### config.mk
export PLATFORM = sky130hd
export DESIGN_NAME = bse_coord
export DESIGN_NICKNAME = d
export VERILOG_FILES = /design/src/design/bse_pkg.sv /design/src/design/bse_coord.sv
export SDC_FILE = /design/constraint.sdc
export NUM_CORES = 2
export LEC_CHECK = 0
export ABC_AREA = 0
export BUFFER_PORTS_ARGS = -buffer_cell sky130_fd_sc_hd__buf_2
export CAP_MARGIN = 15
export CORE_UTILIZATION = 44
export DETAILED_ROUTE_END_ITERATION = 10
export GPL_TIMING_DRIVEN = 0
export PLACE_DENSITY = 0.73
export SKIP_CTS_REPAIR_TIMING = 1
export SYNTH_ARGS = -nofsm -noshare
export SYNTH_HDL_FRONTEND = slang
export SYNTH_SLANG_ARGS = --single-unit
export TNS_END_PERCENT = 50
### constraint.sdc
create_clock -name clk_i -period 5.03 [get_ports clk_i]
set_clock_uncertainty 0.1 [all_clocks]
set_input_delay 0.2515 -clock clk_i [delete_from_list [all_inputs] [get_ports clk_i]]
set_output_delay 0.2515 -clock clk_i [all_outputs]
set_load 0.02 [all_outputs]
### src/design/bse_pkg.sv
package bse_pkg;

  // Fixed-point format of every word: signed, FRAC_BITS fraction bits.
  localparam int unsigned FRAC_BITS = 28;
  localparam int unsigned WORD_W    = 32;
  localparam int unsigned COUNT_W   = 9;
  localparam int unsigned GRAY_W    = 8;
  localparam int unsigned ITER_W    = 8;
  localparam int unsigned CFG_IDX_W = 3;

  // One round unit per possible round (max_iter + 1 <= 256), plus one unit
  // that only runs the escape test on the last new z.
  localparam int unsigned NUM_UNITS = 257;

  // Escape radius 2, tested as |z|^2 >= 4.
  localparam logic [63:0] ESC_LIMIT = 64'd4 << FRAC_BITS;
  localparam logic [GRAY_W-1:0] GRAY_FULL = 8'd255;

  localparam logic signed [65:0] SAT_HI = 66'sh0_7FFF_FFFF;
  localparam logic signed [65:0] SAT_LO = -66'sh0_8000_0000;

  // Configuration register indexes
  localparam logic [CFG_IDX_W-1:0] CFG_LEFT_EDGE = 3'd0;
  localparam logic [CFG_IDX_W-1:0] CFG_TOP_EDGE  = 3'd1;
  localparam logic [CFG_IDX_W-1:0] CFG_X_STEP    = 3'd2;
  localparam logic [CFG_IDX_W-1:0] CFG_Y_STEP    = 3'd3;
  localparam logic [CFG_IDX_W-1:0] CFG_MAX_ITER  = 3'd4;

  typedef struct packed {
    logic signed [WORD_W-1:0] c_re;
    logic signed [WORD_W-1:0] c_im;
    logic signed [WORD_W-1:0] z_re;
    logic signed [WORD_W-1:0] z_im;
    logic [COUNT_W-1:0]       count;
    logic                     run;
  } point_t;

  typedef struct packed {
    logic [GRAY_W-1:0]  gray_level;
    logic [COUNT_W-1:0] escape_count;
  } result_t;

  function automatic logic signed [WORD_W-1:0] sat_word(input logic signed [65:0] v);
    logic signed [WORD_W-1:0] r;
    if (v > SAT_HI) begin
      r = 32'sh7FFF_FFFF;
    end else if (v < SAT_LO) begin
      r = 32'sh8000_0000;
    end else begin
      r = v[WORD_W-1:0];
    end
    return r;
  endfunction

  // floor(255 / (max_iter + 1)), as ranges of max_iter.
  function automatic logic [GRAY_W-1:0] gray_step(input logic [ITER_W-1:0] mi);
    logic [GRAY_W-1:0] s;
    if      (mi == 8'd0)  s = 8'd255;
    else if (mi == 8'd1)  s = 8'd127;
    else if (mi == 8'd2)  s = 8'd85;
    else if (mi == 8'd3)  s = 8'd63;
    else if (mi == 8'd4)  s = 8'd51;
    else if (mi == 8'd5)  s = 8'd42;
    else if (mi == 8'd6)  s = 8'd36;
    else if (mi == 8'd7)  s = 8'd31;
    else if (mi == 8'd8)  s = 8'd28;
    else if (mi == 8'd9)  s = 8'd25;
    else if (mi == 8'd10) s = 8'd23;
    else if (mi == 8'd11) s = 8'd21;
    else if (mi == 8'd12) s = 8'd19;
    else if (mi == 8'd13) s = 8'd18;
    else if (mi == 8'd14) s = 8'd17;
    else if (mi <= 8'd16) s = 8'd15;
    else if (mi == 8'd17) s = 8'd14;
    else if (mi == 8'd18) s = 8'd13;
    else if (mi <= 8'd20) s = 8'd12;
    else if (mi <= 8'd22) s = 8'd11;
    else if (mi <= 8'd24) s = 8'd10;
    else if (mi <= 8'd27) s = 8'd9;
    else if (mi <= 8'd30) s = 8'd8;
    else if (mi <= 8'd35) s = 8'd7;
    else if (mi <= 8'd41) s = 8'd6;
    else if (mi <= 8'd50) s = 8'd5;
    else if (mi <= 8'd62) s = 8'd4;
    else if (mi <= 8'd84) s = 8'd3;
    else if (mi <= 8'd126) s = 8'd2;
    else if (mi <= 8'd254) s = 8'd1;
    else s = 8'd0;
    return s;
  endfunction

endpackage

### src/design/bse_coord.sv
module bse_coord (
  input  logic                      clk_i,
  input  logic                      rst_ni,
  input  logic                      en_i,
  input  logic                      valid_i,
  input  logic [9:0]                pixel_x_i,
  input  logic [8:0]                pixel_y_i,
  input  logic signed [31:0]        left_edge_i,
  input  logic signed [31:0]        top_edge_i,
  input  logic [30:0]               x_step_i,
  input  logic [30:0]               y_step_i,
  output logic                      valid_o,
  output bse_pkg::point_t           point_o
);
  import bse_pkg::*;

  logic        vld1_q;
  logic [40:0] prod_x_q;
  logic [39:0] prod_y_q;
  logic signed [65:0] re_sum;
  logic signed [65:0] im_sum;

  // Stage 1: column and row offsets
  always_ff @(posedge clk_i or negedge rst_ni) begin
    if (!rst_ni) begin
      vld1_q  <= 1'b0;
      valid_o <= 1'b0;
    end else if (en_i) begin
      vld1_q  <= valid_i;
      valid_o <= vld1_q;
    end
  end

  always_ff @(posedge clk_i) begin
    if (en_i) begin
      prod_x_q <= {31'b0, pixel_x_i} * {10'b0, x_step_i};
      prod_y_q <= {31'b0, pixel_y_i} * {9'b0, y_step_i};
    end
  end

  // Stage 2: add the window origin, saturate, start z at zero
  assign re_sum = $signed({{34{left_edge_i[31]}}, left_edge_i}) + $signed({25'b0, prod_x_q});
  assign im_sum = $signed({{34{top_edge_i[31]}}, top_edge_i}) - $signed({26'b0, prod_y_q});

  always_ff @(posedge clk_i) begin
    if (en_i) begin
      point_o.c_re  <= sat_word(re_sum);
      point_o.c_im  <= sat_word(im_sum);
      point_o.z_re  <= '0;
      point_o.z_im  <= '0;
      point_o.count <= '0;
      point_o.run   <= 1'b1;
    end
  end

endmodule

==> impl_metrics.prom <==
# TYPE chip_impl_metric gauge
chip_impl_info{name="run_status",value="finished, violations left"} 1
chip_impl_info{name="failed_checks",value="negative setup slack"} 1
chip_impl_metric{name="crit_path_max_incr_delay",unit="ps"} 530
chip_impl_metric{name="finalWorstPathRequiredPeriod",unit="ps"} 5460
chip_impl_metric{name="worst_ep_arrival_time",unit="ps"} 5540
chip_impl_metric{name="ys_warn_count",unit=""} 0
chip_impl_info{name="root_buffer",value="clkbuf_16"} 1
chip_impl_metric{name="async_flop_share",unit="%"} 1.36
chip_impl_metric{name="cellLeakagePower",unit="nW"} 16.2
chip_impl_metric{name="yosys_register_bits",unit=""} 147
chip_impl_info{name="min_path_type",value="in2async"} 1
chip_impl_info{name="mostFrequentLayoutCell",value="inv_1"} 1
chip_impl_info{name="category_of_the_worst_setup_path_launch_point",value="input port"} 1
chip_impl_metric{name="routed_via_count_divided_by_cell_count",unit=""} 5.16
chip_impl_metric{name="wl_per_cell",unit="µm"} 17.6
chip_impl_info{name="synth_flop_cell",value="edfxtp_1"} 1
chip_impl_metric{name="fin_nets",unit=""} 4239
chip_impl_metric{name="setup_total_negative_slack",unit="ps"} -4090
chip_impl_metric{name="portBuffers",unit=""} 164
chip_impl_metric{name="timing.critical_path.fanout_max",unit=""} 7
chip_impl_metric{name="timing.final.ws_setup",unit="ps"} -429
chip_impl_metric{name="power_density",unit="mW/mm²"} 669
chip_impl_metric{name="final_critical_path_share_of_the_clock_period",unit="%"} 109
chip_impl_metric{name="crit_buf_inv",unit=""} 6
chip_impl_metric{name="area_growth",unit="%"} 18.5
chip_impl_metric{name="maxSlewHeadroom",unit="%"} 49.6
chip_impl_metric{name="worst_ir_drop_vdd",unit="µV"} 519
chip_impl_info{name="cts_tree",value="done"} 1
chip_impl_metric{name="final-hold-violation-count",unit=""} 0
chip_impl_metric{name="globalRouteOverflowTotal",unit=""} 0
chip_impl_metric{name="finalSetupViolations",unit=""} 21
chip_impl_metric{name="drc_errors",unit=""} 0
chip_impl_metric{name="transition_time_at_the_pin_with_the_least_slew_margin",unit="ps"} 749
chip_impl_metric{name="final_util",unit="%"} 52.8
chip_impl_metric{name="grt_use_met2",unit="%"} 35.2
chip_impl_metric{name="initial_utilization",unit="%"} 44.5
chip_impl_metric{name="fp.dieH",unit="µm"} 255
chip_impl_metric{name="clkLatencyLatePin",unit="ps"} 440
chip_impl_metric{name="drt-total-wl",unit="µm"} 75800
chip_impl_metric{name="grt_max_degree",unit=""} 88
chip_impl_info{name="path_delay_family",value="adder cells"} 1
chip_impl_metric{name="postSynthCellCount",unit=""} 3118
chip_impl_metric{name="grtUsageTotal",unit="%"} 23.0
chip_impl_metric{name="fp-row-count",unit=""} 92
chip_impl_info{name="crit_path_frequent_cell",value="fa_1"} 1
chip_impl_info{name="grt_busiest_layer",value="met2"} 1
chip_impl_metric{name="design.core.area",unit="mm²"} 0.0631
chip_impl_metric{name="io-pin-count",unit=""} 288
chip_impl_info{name="cp_cell_sequence",value="buf_6, buf_6, buf_4, and2_1, fa_1, fa_1, fa_1, fa_1, inv_1, fa_1, inv_1, ha_4, buf_8, a21o_1, a21oi_2, o21ai_2, a31oi_2, o2111ai_2, a41o_1, nand2b_1, a21oi_2, o21a_1, nor2_2, xnor2_2"} 1
chip_impl_metric{name="cts.htree.levels",unit=""} 4
chip_impl_info{name="worst_path_max_delay_cell",value="fa_1"} 1
chip_impl_metric{name="clk_transition_reported_paths",unit="ps"} 60
chip_impl_metric{name="dr.pass1.iters",unit=""} 5
chip_impl_metric{name="gr-usage-met1",unit="%"} 33.1
chip_impl_info{name="setup.worst_path.class",value="in2reg"} 1
chip_impl_metric{name="final_report_max_slew_violation_count",unit=""} 0
chip_impl_metric{name="cp_required",unit="ps"} 5110
chip_impl_metric{name="gp_congestion",unit=""} 0.924
chip_impl_metric{name="final_layout_size_suffix_gt1_share",unit="%"} 18.3
chip_impl_metric{name="cts.sink_count",unit=""} 147
chip_impl_metric{name="first_global_vias",unit=""} 21400
chip_impl_metric{name="dp_slack",unit="ps"} -1300
chip_impl_metric{name="initialDrtViolationCount",unit=""} 1353
chip_impl_metric{name="yosys.cell_types.count",unit=""} 80
chip_impl_metric{name="dieWidth",unit="µm"} 255
chip_impl_metric{name="placement.cell_area",unit="mm²"} 0.0313
chip_impl_metric{name="syn_area",unit="mm²"} 0.0281
chip_impl_info{name="commonest_non_fill_non_tap_cells_in_the_layout",value="inv_1 (497), fa_1 (426), nand2_1 (370), and2_1 (253), ha_1 (186)"} 1
chip_impl_metric{name="max_freq",unit="GHz"} 0.183
chip_impl_metric{name="final_area",unit="mm²"} 0.0333
chip_impl_metric{name="fin_total_pwr",unit="mW"} 22.3
chip_impl_metric{name="clock_path_buffers",unit=""} 2
chip_impl_info{name="grt_setup_unrepaired",value="yes"} 1
chip_impl_info{name="worstSetupEndpointType",value="flop"} 1
chip_impl_metric{name="synth.avg_cell_area",unit="µm²"} 9.01
chip_impl_metric{name="post_synth_edffs",unit=""} 145
chip_impl_metric{name="floorplan.die_area",unit="mm²"} 0.0649
chip_impl_metric{name="number_of_antenna_violations_at_the_first_check_in_global_routing",unit=""} 15
chip_impl_metric{name="cap_viol_max_count",unit=""} 0
chip_impl_metric{name="synth-seq-area-share",unit="%"} 15.7
chip_impl_metric{name="dp_hpwl",unit="µm"} 61100
chip_impl_metric{name="num_vias",unit=""} 22200
chip_impl_metric{name="groute.layer.met3.usage",unit="%"} 2.94
chip_impl_metric{name="postRouteAntennaNets",unit=""} 0
chip_impl_metric{name="cts_made_buffers",unit=""} 17
chip_impl_metric{name="global_route_wire_length_before_repair",unit="µm"} 116000
==> synth_stat cells (4+ instances only) <==
cell type | instances | area share, %
inv_1 | 515 | 6.9
buf_1 | 8 | 0.11
xnor2_1 | 89 | 2.8
ha_1 | 219 | 9.8
nand3_1 | 29 | 0.52
a31o_2 | 4 | 0.12
o21ai_1 | 33 | 0.59
xor2_1 | 48 | 1.5
clkbuf_1 | 128 | 1.7
nand4_1 | 19 | 0.42
or3_1 | 8 | 0.18
o211ai_1 | 13 | 0.35
fa_1 | 436 | 31
o21ai_0 | 109 | 1.9
o31ai_1 | 8 | 0.21
nor4_1 | 6 | 0.13
nor3b_1 | 4 | 0.11
nor2_1 | 72 | 0.96
a41oi_1 | 5 | 0.16
nand2_1 | 381 | 5.1
a31oi_1 | 10 | 0.22
o21a_1 | 23 | 0.61
nor3_1 | 21 | 0.37
a211o_1 | 4 | 0.12
nor2b_1 | 15 | 0.33
o21bai_1 | 25 | 0.67
a21boi_0 | 6 | 0.16
nand2b_1 | 22 | 0.49
and2_1 | 293 | 6.5
edfxtp_1 | 145 | 15
or2_2 | 6 | 0.13
and4_1 | 5 | 0.16
a21o_1 | 85 | 2.3
a21oi_1 | 149 | 2.7
and3_1 | 16 | 0.36
buf_2 | 5 | 0.089
a211oi_1 | 9 | 0.24
nand4b_1 | 4 | 0.12
a311o_1 | 5 | 0.18
buf_4 | 74 | 2.0
==> where the power goes <==
part	switching (mW)	internal, mW
clock	0.536	0.835
combinational	10.1	8.20
sequential	0.144	2.48
==> routing by layer <==
layer	vias to the layer above	share of wire [%]
met5	-	0
met4	0	3.2
met3	120	6.4
met2	811	45
met1	10800	45
li1	10500	-
==> sequential cells by signal, indices dropped and copies added, names as in the netlist <==
name	count
vld1_q	1
prod_x_q	41
point_o	64
valid_o	1
prod_y_q	40
==> path summary, 6_finish.rpt <==
kind                                  startpoint                         to  slack, ps  depth (start not counted)
max                                 pixel_x_i[8]     prod_x_q[38]$_DFFE_PP_       -430                         24
min                                       rst_ni        valid_o$_DFFE_PN0P_         40                          2
max reg2reg                prod_y_q[6]$_DFFE_PP_  point_o[86]$_SDFFCE_PN1P_        290                         14
min reg2reg                   vld1_q$_DFFE_PN0P_        valid_o$_DFFE_PN0P_        410                          1
max in group asynchronous                 rst_ni         vld1_q$_DFFE_PN0P_       4700                          2
min in group clk_i                  pixel_y_i[0]      prod_y_q[0]$_DFFE_PP_         60                          2
==> area by class of cell <==
| type | count | area (µm²) |
|---|---|---|
| diodes | 14 | 35.0 |
| well taps | 846 | 1060 |
| repair buffers | 226 | 1550 |
| clock buffers | 18 | 429 |
| fillers | 5778 | 29800 |
| flip-flops and latches | 147 | 4400 |
| clock inverters | 14 | 199 |
| plain buffers | 217 | 1830 |
| inverters | 515 | 1930 |
| multi-input cells | 2311 | 21900 |
==> cells by family (layout without fill, tap and decap cells) <==
kind of cell	count (synthesis)	in the layout	share of synthesized area [%]
and+or+nand+nor	914	914	16.3
AOI/OAI and AO/OA	526	526	11.9
adders and majority gates	655	655	40.8
other	2	88	0.0267
DFF	147	147	15.7
xor gates and xnor gates	137	137	4.27
buffers and inverters	732	990	10.8
muxes	5	5	0.192
==> per-stage QoR <==
step           instances  hold slack [ps]
3_3_place_gp        4200            -62.5
6_report            4308             39.6
4_1_cts             4233             -546
2_1_floorplan       3190             -144
3_5_place_dp        4201            -61.9
5_1_grt             4308             37.3
Note: power is estimated with default switching activity, not from simulation.
