==> src/design/bse_pkg.sv <==
package bse_pkg;

  // Fixed-point format of every word: signed, FRAC_BITS fraction bits.
  localparam int unsigned FRAC_BITS = 28;
  localparam int unsigned WORD_W    = 32;
  localparam int unsigned COUNT_W   = 9;
  localparam int unsigned GRAY_W    = 8;
  localparam int unsigned ITER_W    = 8;
  localparam int unsigned CFG_IDX_W = 3;

  // One round unit per possible round (max_iter + 1 <= 256), plus one unit
  // that only runs the escape test on the last new z.
  localparam int unsigned NUM_UNITS = 257;

  // Escape radius 2, tested as |z|^2 >= 4.
  localparam logic [63:0] ESC_LIMIT = 64'd4 << FRAC_BITS;
  localparam logic [GRAY_W-1:0] GRAY_FULL = 8'd255;

  localparam logic signed [65:0] SAT_HI = 66'sh0_7FFF_FFFF;
  localparam logic signed [65:0] SAT_LO = -66'sh0_8000_0000;

  // Configuration register indexes
  localparam logic [CFG_IDX_W-1:0] CFG_LEFT_EDGE = 3'd0;
  localparam logic [CFG_IDX_W-1:0] CFG_TOP_EDGE  = 3'd1;
  localparam logic [CFG_IDX_W-1:0] CFG_X_STEP    = 3'd2;
  localparam logic [CFG_IDX_W-1:0] CFG_Y_STEP    = 3'd3;
  localparam logic [CFG_IDX_W-1:0] CFG_MAX_ITER  = 3'd4;

  typedef struct packed {
    logic signed [WORD_W-1:0] c_re;
    logic signed [WORD_W-1:0] c_im;
    logic signed [WORD_W-1:0] z_re;
    logic signed [WORD_W-1:0] z_im;
    logic [COUNT_W-1:0]       count;
    logic                     run;
  } point_t;

  typedef struct packed {
    logic [GRAY_W-1:0]  gray_level;
    logic [COUNT_W-1:0] escape_count;
  } result_t;

  function automatic logic signed [WORD_W-1:0] sat_word(input logic signed [65:0] v);
    logic signed [WORD_W-1:0] r;
    if (v > SAT_HI) begin
      r = 32'sh7FFF_FFFF;
    end else if (v < SAT_LO) begin
      r = 32'sh8000_0000;
    end else begin
      r = v[WORD_W-1:0];
    end
    return r;
  endfunction

  // floor(255 / (max_iter + 1)), as ranges of max_iter.
  function automatic logic [GRAY_W-1:0] gray_step(input logic [ITER_W-1:0] mi);
    logic [GRAY_W-1:0] s;
    if      (mi == 8'd0)  s = 8'd255;
    else if (mi == 8'd1)  s = 8'd127;
    else if (mi == 8'd2)  s = 8'd85;
    else if (mi == 8'd3)  s = 8'd63;
    else if (mi == 8'd4)  s = 8'd51;
    else if (mi == 8'd5)  s = 8'd42;
    else if (mi == 8'd6)  s = 8'd36;
    else if (mi == 8'd7)  s = 8'd31;
    else if (mi == 8'd8)  s = 8'd28;
    else if (mi == 8'd9)  s = 8'd25;
    else if (mi == 8'd10) s = 8'd23;
    else if (mi == 8'd11) s = 8'd21;
    else if (mi == 8'd12) s = 8'd19;
    else if (mi == 8'd13) s = 8'd18;
    else if (mi == 8'd14) s = 8'd17;
    else if (mi <= 8'd16) s = 8'd15;
    else if (mi == 8'd17) s = 8'd14;
    else if (mi == 8'd18) s = 8'd13;
    else if (mi <= 8'd20) s = 8'd12;
    else if (mi <= 8'd22) s = 8'd11;
    else if (mi <= 8'd24) s = 8'd10;
    else if (mi <= 8'd27) s = 8'd9;
    else if (mi <= 8'd30) s = 8'd8;
    else if (mi <= 8'd35) s = 8'd7;
    else if (mi <= 8'd41) s = 8'd6;
    else if (mi <= 8'd50) s = 8'd5;
    else if (mi <= 8'd62) s = 8'd4;
    else if (mi <= 8'd84) s = 8'd3;
    else if (mi <= 8'd126) s = 8'd2;
    else if (mi <= 8'd254) s = 8'd1;
    else s = 8'd0;
    return s;
  endfunction

endpackage

==> src/design/bse_out.sv <==
module bse_out (
  input  logic                  clk_i,
  input  logic                  rst_ni,
  input  logic [7:0]            max_iter_i,
  input  logic                  valid_i,
  input  bse_pkg::point_t       point_i,
  output logic                  en_o,
  output logic                  valid_o,
  input  logic                  ready_i,
  output bse_pkg::result_t      result_o
);
  import bse_pkg::*;

  result_t     buf_q [2];
  logic        wr_ptr_q, rd_ptr_q;
  logic [1:0]  cnt_q, cnt_d;
  logic        push, pop;
  logic [16:0] shade;
  result_t     res;

  // Hold the whole pipeline only when both buffer entries are taken
  assign en_o    = (cnt_q != 2'd2);
  assign push    = en_o && valid_i;
  assign pop     = valid_o && ready_i;
  assign valid_o = (cnt_q != 2'd0);
  assign result_o = buf_q[rd_ptr_q];

  assign shade            = {8'b0, point_i.count} * {9'b0, gray_step(max_iter_i)};
  assign res.escape_count = point_i.count;
  assign res.gray_level   = GRAY_FULL - shade[GRAY_W-1:0];

  always_comb begin
    cnt_d = cnt_q;
    if (push && !pop) begin
      cnt_d = cnt_q + 2'd1;
    end else if (!push && pop) begin
      cnt_d = cnt_q - 2'd1;
    end
  end

  always_ff @(posedge clk_i or negedge rst_ni) begin
    if (!rst_ni) begin
      cnt_q    <= '0;
      wr_ptr_q <= 1'b0;
      rd_ptr_q <= 1'b0;
    end else begin
      cnt_q <= cnt_d;
      if (push) begin
        wr_ptr_q <= ~wr_ptr_q;
      end
      if (pop) begin
        rd_ptr_q <= ~rd_ptr_q;
      end
    end
  end

  always_ff @(posedge clk_i) begin
    if (push) begin
      buf_q[wr_ptr_q] <= res;
    end
  end

endmodule

==> config.mk <==
export PLATFORM = sky130hd
export DESIGN_NAME = bse_out
export DESIGN_NICKNAME = d
export VERILOG_FILES = /design/src/design/bse_pkg.sv /design/src/design/bse_out.sv
export SDC_FILE = /design/constraint.sdc
export NUM_CORES = 1
export LEC_CHECK = 0
export BUFFER_PORTS_ARGS = -buffer_cell sky130_fd_sc_hd__buf_2
export CAP_MARGIN = 20
export CORE_ASPECT_RATIO = 1.25
export CORE_UTILIZATION = 30
export DETAILED_ROUTE_END_ITERATION = 16
export SKIP_CTS_REPAIR_TIMING = 1
export SLEW_MARGIN = 10
export SYNTH_ARGS = -nofsm -noshare
export SYNTH_HDL_FRONTEND = slang
export SYNTH_SLANG_ARGS = --single-unit
==> constraint.sdc <==
create_clock -name clk_i -period 1.75 [get_ports clk_i]
set_input_delay 0.35 -clock clk_i [delete_from_list [all_inputs] [get_ports clk_i]]
set_output_delay 0.35 -clock clk_i [all_outputs]
set_load 0.005 [all_outputs]
==> impl_metrics.json, run 1 <==
{
  "outcome": "finished with violations",
  "violations": "negative setup slack",
  "ys_dominant_reg_cell": "edfxtp_1",
  "core_area_um2": 9560,
  "drtPass1Iterations": 4,
  "power_density_nw_per_um2": 955,
  "cp_top_family": "adder cells",
  "place_hpwl_um": 5150,
  "drt-initial-drc-count": 73,
  "finalCriticalPeriod_ns": 4.24,
  "cts.sink_count": 38,
  "avgSynthCellArea_um2": 11.1,
  "holdWs_ns": 0.262,
  "worstSetupPathDepth": 18,
  "hold_class": "primary input to flip-flop",
  "wire_per_inst_um": 13.7,
  "worstSetupStartpoint": "max_iter_i[7]",
  "grt_pass1_vias": 2330,
  "worst_path_most_repeated_cell": "xnor2_1",
  "ant_nets": 0,
  "cts_root_buf": "clkbuf_16",
  "max_freq_ghz": 0.236,
  "via_count": 2408,
  "ys_types": 61,
  "layout.nets": 558,
  "ys_seq_area_share_pct": 38.1,
  "antenna_cells": 0,
  "grt_use_total_pct": 13.3,
  "drc_errors": 0,
  "rsz0062_at_grt": "true",
  "setup_tns_ns": -22.53,
  "path_clk_slew_ns": 0.05,
  "syn-cell-area_um2": 2940,
  "clk_latency_ns": 0.28,
  "ir_drop_uv": 391,
  "setup_slack_ns": -2.49,
  "dr_wl_met3_um": 286,
  "syn-num-nets": 440,
  "globalplace.congestion": 0.841,
  "routed_wl_um": 6960,
  "cp_max_fo": 3,
  "yosysWarnings": 0,
  "max_slew.worst_pin.slew_ns": 0.419,
  "gr-total-overflow": 0,
  "synthCells": 265,
  "rrSetupSlack_ns": 0.26,
  "relSlewSlack_pct": 72.0,
  "required_ns": 1.76,
  "end_kind": "flip-flop",
  "met2WireLength_um": 3630,
  "grt_max_degree": 18,
  "crit_buf_inv": 2,
  "async_reset_ff_share_pct": 10.5,
  "drive_above_1_share_pct": 58.1,
  "slowest_stage": "fa_1",
  "cts-htree-levels": 2,
  "syn_to_final_growth_pct": 53.1,
  "rows": 40,
  "setup_viol": 16,
  "critical_path.max_stage_delay_ns": 0.47,
  "io_pins": 169,
  "fin_total_pwr_mw": 4.30,
  "r2r-start": "cnt_q[0]$_DFFE_PN0P_",
  "criticalPathCategory": "primary input to flip-flop",
  "met1_length_um": 2810,
  "start_util_pct": 30.7,
  "tritoncts": "yes",
  "crit_arrival_ns": 4.25,
  "synth_edf_count": 34,
  "start_kind": "primary input",
  "port_buffers": 39,
  "clock_path_buffers": 2,
  "r2r_end": "cnt_q[1]$_DFFE_PN0P_",
  "leakage_nw": 1.86,
  "cts-buffers-inserted": 5,
  "r2r_cells": 6,
  "maxCapViolCount": 0,
  "critical_path.endpoint": "buf_q[1][16]$_DFFE_PP_",
  "skew_ns": 0.00311,
  "die_h_um": 113,
  "routed.top_layer": "met4",
  "grt_pass1_wl_um": 10800,
  "die_w_um": 90.5,
  "dieArea_um2": 10200,
  "fin_crit_sh_pct": 242,
  "hold_violations": 0,
  "crit_chain": "buf_6, or2_4, or3_4, a211oi_4, nand2_2, fa_2, inv_2, fa_1, fa_1, fa_2, xnor2_2, xnor2_1, xnor2_1, xnor2_2, xnor2_1, xnor2_1, xnor2_1, xnor2_1",
  "avgViaCountPerCell": 4.72,
  "ys_ff_latch": 38,
  "final_max_slew_viol_count": 0,
  "antenna_found_initial": 0
}
[worst min-delay path by stage]
| stage | depth (start not counted) | start | slack (ns) | end |
|---|---|---|---|---|
| after detailed placement | 1 | rst_ni | 0.16 | rd_ptr_q$_DFFE_PN0P_ |
| after floorplan | 0 | rst_ni | 0.05 | cnt_q[0]$_DFFE_PN0P_ |
| final | 1 | point_i[9] | 0.26 | buf_q[0][8]$_DFFE_PP_ |
| after global placement | 1 | rst_ni | 0.16 | wr_ptr_q$_DFFE_PN0P_ |
| after global routing | 1 | point_i[9] | 0.25 | buf_q[0][8]$_DFFE_PP_ |
| after CTS | 1 | rst_ni | -0.14 | rd_ptr_q$_DFFE_PN0P_ |
[final cells by class]
class / instances / area, µm²
clock buffer: 6 / 129
tap: 126 / 158
clock inverter: 2 / 8.76
timing repair buffer: 125 / 1010
fill: 863 / 5060
sequential: 38 / 1120
inverter: 20 / 77.6
multi-input combinational: 193 / 2000
[metal layers]
metal / global-route usage, % / vias to the layer above
met4: 6.77 / 0
met5: 0 / -
met3: 1.56 / 18
li1: - / 1161
met2: 24.2 / 68
met1: 15.2 / 1161
[report_power, final]
part	switching, mW	internal [mW]	leakage [nW]
Clock	0.317	0.520	0.0683
Sequential	0.0802	1.34	0.361
Combinational	0.913	1.12	1.43
[sequential cells by signal, summed over array words and instances (netlist names)]
name / flops
cnt_q: 2
buf_q: 34
rd_ptr_q: 1
wr_ptr_q: 1
[cell usage after synthesis (3+ instances only)]
library cell / number / share of area (%)
nor2b_1: 5 / 1.1
o21ai_0: 9 / 1.5
xnor2_1: 17 / 5.1
buf_2: 3 / 0.51
nand2b_1: 5 / 1.1
clkbuf_1: 5 / 0.64
buf_6: 4 / 1.5
mux2_2: 17 / 6.5
inv_1: 20 / 2.6
a211oi_2: 4 / 1.7
edfxtp_1: 34 / 35
nor2_1: 7 / 0.89
xor2_1: 7 / 2.1
and2_1: 16 / 3.4
fa_1: 10 / 6.8
ha_1: 15 / 6.4
nor3_1: 5 / 0.85
dfrtp_1: 4 / 3.4
nand2_1: 22 / 2.8
a31oi_1: 3 / 0.64
[cells by family (layout without fill, tap and decap cells)]
logic type / after synthesis / after routing / share of synthesized area (%)
AND/OR/NAND/NOR: 83 / 83 / 16.0
flip-flops: 38 / 38 / 38.1
adder cells (fa/ha/maj): 26 / 26 / 13.5
XOR/XNOR: 25 / 25 / 7.71
AO/OA/AOI/OAI: 39 / 39 / 11.2
buffers and inverters: 34 / 153 / 5.75
multiplexers: 20 / 20 / 7.71
[worst reg2reg max path, delay by kind of cell (launching register included)]
family / cells / cell delay, ns
AND/OR/NAND/NOR: 3 / 0.51
flip-flops: 1 / 0.42
XOR/XNOR: 2 / 0.28
adder cells (fa/ha/maj): 1 / 0.17
[through the flow]
step           cells  setup slack, ns  area (µm²)  util [%]
4_1_cts          492            -2.60        3960      41.4
5_1_grt          510            -2.69        4500      47.1
2_1_floorplan    265            -2.64        3070         -
3_3_place_gp     484            -2.78        3820      40.0
3_5_place_dp     484            -2.89        3820      40.0
6_report         510            -2.49        4500      47.1
[placed cells by master, fill, tap and decap left out, drive strengths merged, types with 2 or more instances in the layout]
| cell type | count |
|---|---|
| buf | 122 |
| nor2 | 7 |
| clkbuf | 8 |
| xnor2 | 18 |
| a31oi | 3 |
| nand3b | 2 |
| mux2i | 2 |
| edfxtp | 34 |
| and2 | 18 |
| mux2 | 18 |
| xor2 | 7 |
| fa | 10 |
| ha | 15 |
| nor2b | 5 |
| nand3 | 2 |
| dfrtp | 4 |
| a2111oi | 3 |
| o22a | 2 |
| nor3 | 5 |
| inv | 20 |
| a21oi | 4 |
| o21bai | 2 |
| o21ai | 9 |
| or3 | 3 |
| nor3b | 2 |
| clkinv | 2 |
| or2 | 4 |
| a211oi | 5 |
| nand2b | 5 |
| nand2 | 23 |
(Power assumes the default switching activity.)
==> run 2: changes to the inputs <==
Settings changed: BUFFER_PORTS_ARGS -buffer_cell sky130_fd_sc_hd__buf_2 to -buffer_cell sky130_fd_sc_hd__buf_4, CORE_ASPECT_RATIO 1.25 to 1.75.
==> run 2 against run 1 <==
Global-route usage increased by 0.93 points. Largest cell class unchanged. Design area increased by 1.7%. Sequential share of layout area decreased by 0.42 points. Highest routed layer unchanged. Via count decreased by 1.9%. Count of clock-buffer cells in the layout increased by 1. The flow still finishes with violations (negative setup slack). First-iteration DRC count decreased by 41%. Final cell count decreased by 2.0%. Critical path depth unchanged. Sequential power about the same. Combinational power increased by 3%. Power increased by 5.2%. Die area increased by 0.13%.
==> impl_metrics.json, run 2 (synthesis gave the netlist of run 1 again) <==
{
  "grt_max_degree": 19,
  "core_area_um2": 9470,
  "routed_wl_um": 7280,
  "violations": "negative setup slack",
  "avgViaCountPerCell": 4.72,
  "finalCriticalPeriod_ns": 4.28,
  "dp.cells": 475,
  "criticalPathCategory": "primary input to flip-flop",
  "dieArea_um2": 10200,
  "max_slew.worst_pin.slew_ns": 0.393,
  "gr-total-overflow": 0,
  "layout.nets": 552,
  "grt.busiest_layer": "met2",
  "rsz0062_at_grt": "true",
  "clock_path_buffers": 2,
  "leakage_nw": 1.87,
  "maxCapViolCount": 0,
  "grtUsageMet2_pct": 27.4,
  "hold_class": "primary input to flip-flop",
  "cts_root_buf": "clkbuf_16",
  "setup_slack_ns": -2.53,
  "fin_crit_sh_pct": 244,
  "largest_reg_flops": 34,
  "drc_errors": 0,
  "die_h_um": 133,
  "largest_registers": "buf_q x34, cnt_q x2",
  "fill_cells": 856,
  "port_buffers": 39,
  "grt_use_total_pct": 14.2,
  "place_hpwl_um": 5560,
  "wire_per_inst_um": 14.6,
  "met1_usage_pct": 13.5,
  "io_pins": 169,
  "via_count": 2362,
  "skew_ns": 0.00341,
  "setup_viol": 16,
  "start_util_pct": 31.0,
  "drtPass1Iterations": 4,
  "outcome": "finished with violations",
  "end_kind": "flip-flop",
  "layout_commonest_cell": "buf_4",
  "syn_to_final_growth_pct": 55.8,
  "clk_latency_ns": 0.28,
  "die_w_um": 76.8,
  "max_freq_ghz": 0.234,
  "crit_arrival_ns": 4.29,
  "hold_violations": 0,
  "antenna_cells": 0,
  "relSlewSlack_pct": 73.6,
  "path_clk_slew_ns": 0.05,
  "cts-htree-levels": 2,
  "setup_tns_ns": -23.09,
  "met3_usage_pct": 1.72,
  "fin_total_pwr_mw": 4.52,
  "drt-initial-drc-count": 43,
  "instances_no_fill": 500,
  "globalplace.congestion": 0.929,
  "drive_above_1_share_pct": 58.5,
  "tritoncts": "yes",
  "cts.sink_count": 38,
  "cp_max_fo": 4,
  "grt_pass1_wl_um": 11200,
  "power_density_nw_per_um2": 988,
  "start_kind": "primary input",
  "grt_pass1_vias": 2360,
  "layout_common_cells": "buf_4, edfxtp_1, buf_6",
  "max_flop_register": "buf_q",
  "antenna_found_initial": 0,
  "ant_nets": 0,
  "cts-buffers-inserted": 5,
  "required_ns": 1.77,
  "rows": 47,
  "final_max_slew_viol_count": 0,
  "ir_drop_uv": 761
}
[run 2: where the power goes]
| group | internal [mW] | switching, mW |
|---|---|---|
| registers | 1.34 | 0.0855 |
| clock network | 0.672 | 0.310 |
| logic | 1.19 | 0.914 |
[run 2: area by class of cell]
cell class              count  area (µm²)  share of cell area, %
clock inverters             1        30.0                  0.656
flip-flops and latches     38        1120                   24.5
well taps                 122         153                   3.33
repair buffers            119        1030                   22.5
clock buffers               7         133                   2.90
multi-input cells         193        2040                   44.5
inverters                  20        75.1                   1.64
[run 2: final timing paths]
path	start	endpoint	slack [ns]	depth (start not counted)
min in group asynchronous	rst_ni	cnt_q[1]$_DFFE_PN0P_	0.40	2
max in group asynchronous	rst_ni	cnt_q[0]$_DFFE_PN0P_	1.25	2
hold reg to reg	cnt_q[1]$_DFFE_PN0P_	cnt_q[1]$_DFFE_PN0P_	0.50	1
setup reg to reg	cnt_q[0]$_DFFE_PN0P_	cnt_q[1]$_DFFE_PN0P_	0.23	7
hold / removal	point_i[9]	buf_q[0][8]$_DFFE_PP_	0.25	1
setup / recovery	max_iter_i[7]	buf_q[1][16]$_DFFE_PP_	-2.53	18
[run 2: metrics by stage]
step                hold slack (ns)  worst slack [ns]  area (µm²)  utilization (%)
floorplan                    0.0544             -2.64        3070                -
global placement              0.149             -2.77        3900             41.2
detailed placement            0.148             -2.89        3900             41.2
CTS                          -0.154             -2.59        4070             42.9
global route                  0.244             -2.70        4580             48.4
finish                        0.255             -2.53        4580             48.4
[run 2: layer usage]
metal  vias to the layer above  wire length, µm
met2                        46             4220
met5                         -                0
met3                        20              165
met1                      1145             2570
met4                         0              330
li1                       1151                -
[run 2: worst max-delay path, cell delays in order]
cell	delay [ns]
buf_6	0.09
or2_4	0.24
or3_4	0.35
a211oi_4	0.25
nand2_2	0.11
fa_2	0.39
inv_2	0.07
fa_1	0.40
fa_1	0.49
fa_2	0.37
xnor2_2	0.14
xnor2_1	0.13
xnor2_1	0.22
xnor2_2	0.14
xnor2_1	0.14
xnor2_1	0.15
xnor2_1	0.15
xnor2_1	0.10
==> run 3: changes to the inputs <==
Settings changed: CORE_UTILIZATION 30 to 40, PLACE_DENSITY set to 0.77.
==> run 3 against run 2 <==
The run still ends with negative setup slack left. Via count is 1.5% higher. Clock power is 8.0% lower. Utilization is 12 points higher. Power is 2.8% lower. Clock skew is 0.0042 ns higher. Die area is 25% lower. Count of clock-buffer cells in the layout stayed put. First-iteration DRC count grew to 2.8 times the previous value. Critical path type unchanged. Largest cell class unchanged.
==> impl_metrics.json, run 3 (synthesis gave the netlist of run 1 again) <==
{
  "outcome": "finished with violations",
  "violations": "negative setup slack",
  "placedInstanceArea_um2": 3830,
  "r2r-start": "cnt_q[0]$_DFFE_PN0P_",
  "max_slew.worst_pin.slew_ns": 0.543,
  "io_pins": 169,
  "fill_cells": 580,
  "cts-htree-levels": 2,
  "intPower_mw": 3.07,
  "place_hpwl_um": 5070,
  "regArea_um2": 1120,
  "grt_max_degree": 19,
  "start_kind": "primary input",
  "layout.nets": 546,
  "largest_reg_flops": 34,
  "p_switching_mw": 1.33,
  "comb_power_share_pct": 46.7,
  "wire_per_inst_um": 15.2,
  "avgViaCountPerCell": 5.23,
  "globalplace.congestion": 0.900,
  "finalCriticalPeriod_ns": 4.28,
  "power_density_nw_per_um2": 1020,
  "antenna_cells": 0,
  "p_seq_share_pct": 32.8,
  "skew_ns": 0.00759,
  "grt_pass1_wl_um": 10200,
  "rrSetupSlack_ns": 0.24,
  "pwr-share-clk_pct": 20.5,
  "layout_common_cells": "buf_4, edfxtp_1, mux2_2",
  "start_util_pct": 40.9,
  "final_core_util_pct": 60.2,
  "required_ns": 1.77,
  "cp_max_fo": 3,
  "rsz0062_at_grt": "true",
  "via_count": 2397,
  "clock_path_buffers": 2,
  "instances_no_fill": 458,
  "drc_errors": 0,
  "layout_commonest_cell": "buf_4",
  "drive_above_1_share_pct": 54.0,
  "max_freq_ghz": 0.233,
  "worstHoldPathCells": 1,
  "leakage_nw": 1.78,
  "dp.cells": 437,
  "tritoncts": "yes",
  "max_flop_register": "buf_q",
  "gr-total-overflow": 0,
  "fin_total_pwr_mw": 4.39,
  "setup_viol": 16,
  "drtPass1Iterations": 4,
  "r2r_cells": 7,
  "port_buffers": 39,
  "multiInputGateArea_um2": 1910,
  "fin_crit_sh_pct": 245,
  "relSlewSlack_pct": 62.8,
  "die_w_um": 66.8,
  "criticalPathCategory": "primary input to flip-flop",
  "path_clk_slew_ns": 0.06,
  "antenna_found_initial": 0,
  "rows": 41,
  "clk_latency_ns": 0.29,
  "dieArea_um2": 7710,
  "setup_slack_ns": -2.53,
  "crit_arrival_ns": 4.31,
  "core_area_um2": 7180,
  "drt-initial-drc-count": 122,
  "grt_use_total_pct": 18.0,
  "maxCapViolCount": 0,
  "syn_to_final_growth_pct": 47.2,
  "routed_wl_um": 6970,
  "switching_share_pct": 30.2,
  "ir_drop_uv": 414,
  "cts.sink_count": 38,
  "end_kind": "flip-flop",
  "hold_class": "primary input to flip-flop",
  "largest_registers": "buf_q x34, cnt_q x2",
  "cts-buffers-inserted": 5,
  "final_max_slew_viol_count": 0,
  "grt_pass1_vias": 2322,
  "holdPathEnd": "buf_q[1][8]$_DFFE_PP_",
  "r2r_end": "cnt_q[1]$_DFFE_PN0P_",
  "hold_violations": 0,
  "min_from": "point_i[9]",
  "cts_root_buf": "clkbuf_16",
  "die_h_um": 115,
  "ant_nets": 0,
  "design_area_um2": 4330
}
-- run 3: power by group through the flow --
stage,registers (mW),logic [mW],clock network [mW]
final,1.44,2.05,0.903
after global routing,1.47,2.24,0.950
after CTS,1.44,1.94,0.914
after detailed placement,1.45,1.93,0
after global placement,1.43,1.86,0
after floorplan,1.42,1.14,0
-- run 3: stage by stage --
step	setup TNS, ns	hold WS, ns	worst slack (ns)
3_3_place_gp	-26.63	0.147	-2.79
6_report	-23.16	0.252	-2.53
4_1_cts	-23.25	-0.153	-2.63
3_5_place_dp	-27.91	0.152	-2.92
2_1_floorplan	-21.56	0.0544	-2.64
5_1_grt	-24.93	0.248	-2.72
-- run 3: critical path, cell delays in order --
cell and delay (ns):
buf_6 0.09, or2_4 0.24, or3_4 0.35, a211oi_4 0.21
nand2_2 0.09, fa_2 0.38, inv_2 0.06, fa_1 0.40
fa_1 0.48, fa_2 0.37, xnor2_2 0.14, xnor2_1 0.13
xnor2_1 0.25, xnor2_2 0.15, xnor2_1 0.16, xnor2_1 0.17
xnor2_1 0.16, xnor2_1 0.10
-- run 3: worst max-delay path by stage --
stage / cells after the start / start / slack, ns / endpoint
final: 18 / max_iter_i[7] / -2.53 / buf_q[1][16]$_DFFE_PP_
after global routing: 18 / max_iter_i[7] / -2.72 / buf_q[1][16]$_DFFE_PP_
after CTS: 19 / max_iter_i[1] / -2.63 / buf_q[1][16]$_DFFE_PP_
after detailed placement: 19 / max_iter_i[1] / -2.92 / buf_q[0][16]$_DFFE_PP_
after global placement: 19 / max_iter_i[1] / -2.79 / buf_q[0][16]$_DFFE_PP_
after floorplan: 17 / max_iter_i[7] / -2.64 / buf_q[0][16]$_DFFE_PP_
-- run 3: final cells by class --
| type | count | share of cell area [%] |
|---|---|---|
| Multi-Input combinational cell | 193 | 44.2 |
| Clock buffer | 7 | 3.30 |
| Inverter | 20 | 1.82 |
| Sequential cell | 38 | 25.9 |
| Clock inverter | 1 | 0.116 |
| Timing Repair Buffer | 113 | 22.2 |
| Tap cell | 86 | 2.49 |
-- run 3: routing by layer --
| layer | GRT usage (%) | wire length (µm) | up-vias |
|---|---|---|---|
| li1 | - | - | 1139 |
| met1 | 16.4 | 2450 | 1165 |
| met2 | 34.1 | 3970 | 70 |
| met3 | 2.08 | 218 | 23 |
| met4 | 14.5 | 337 | 0 |
| met5 | 0 | 0 | - |
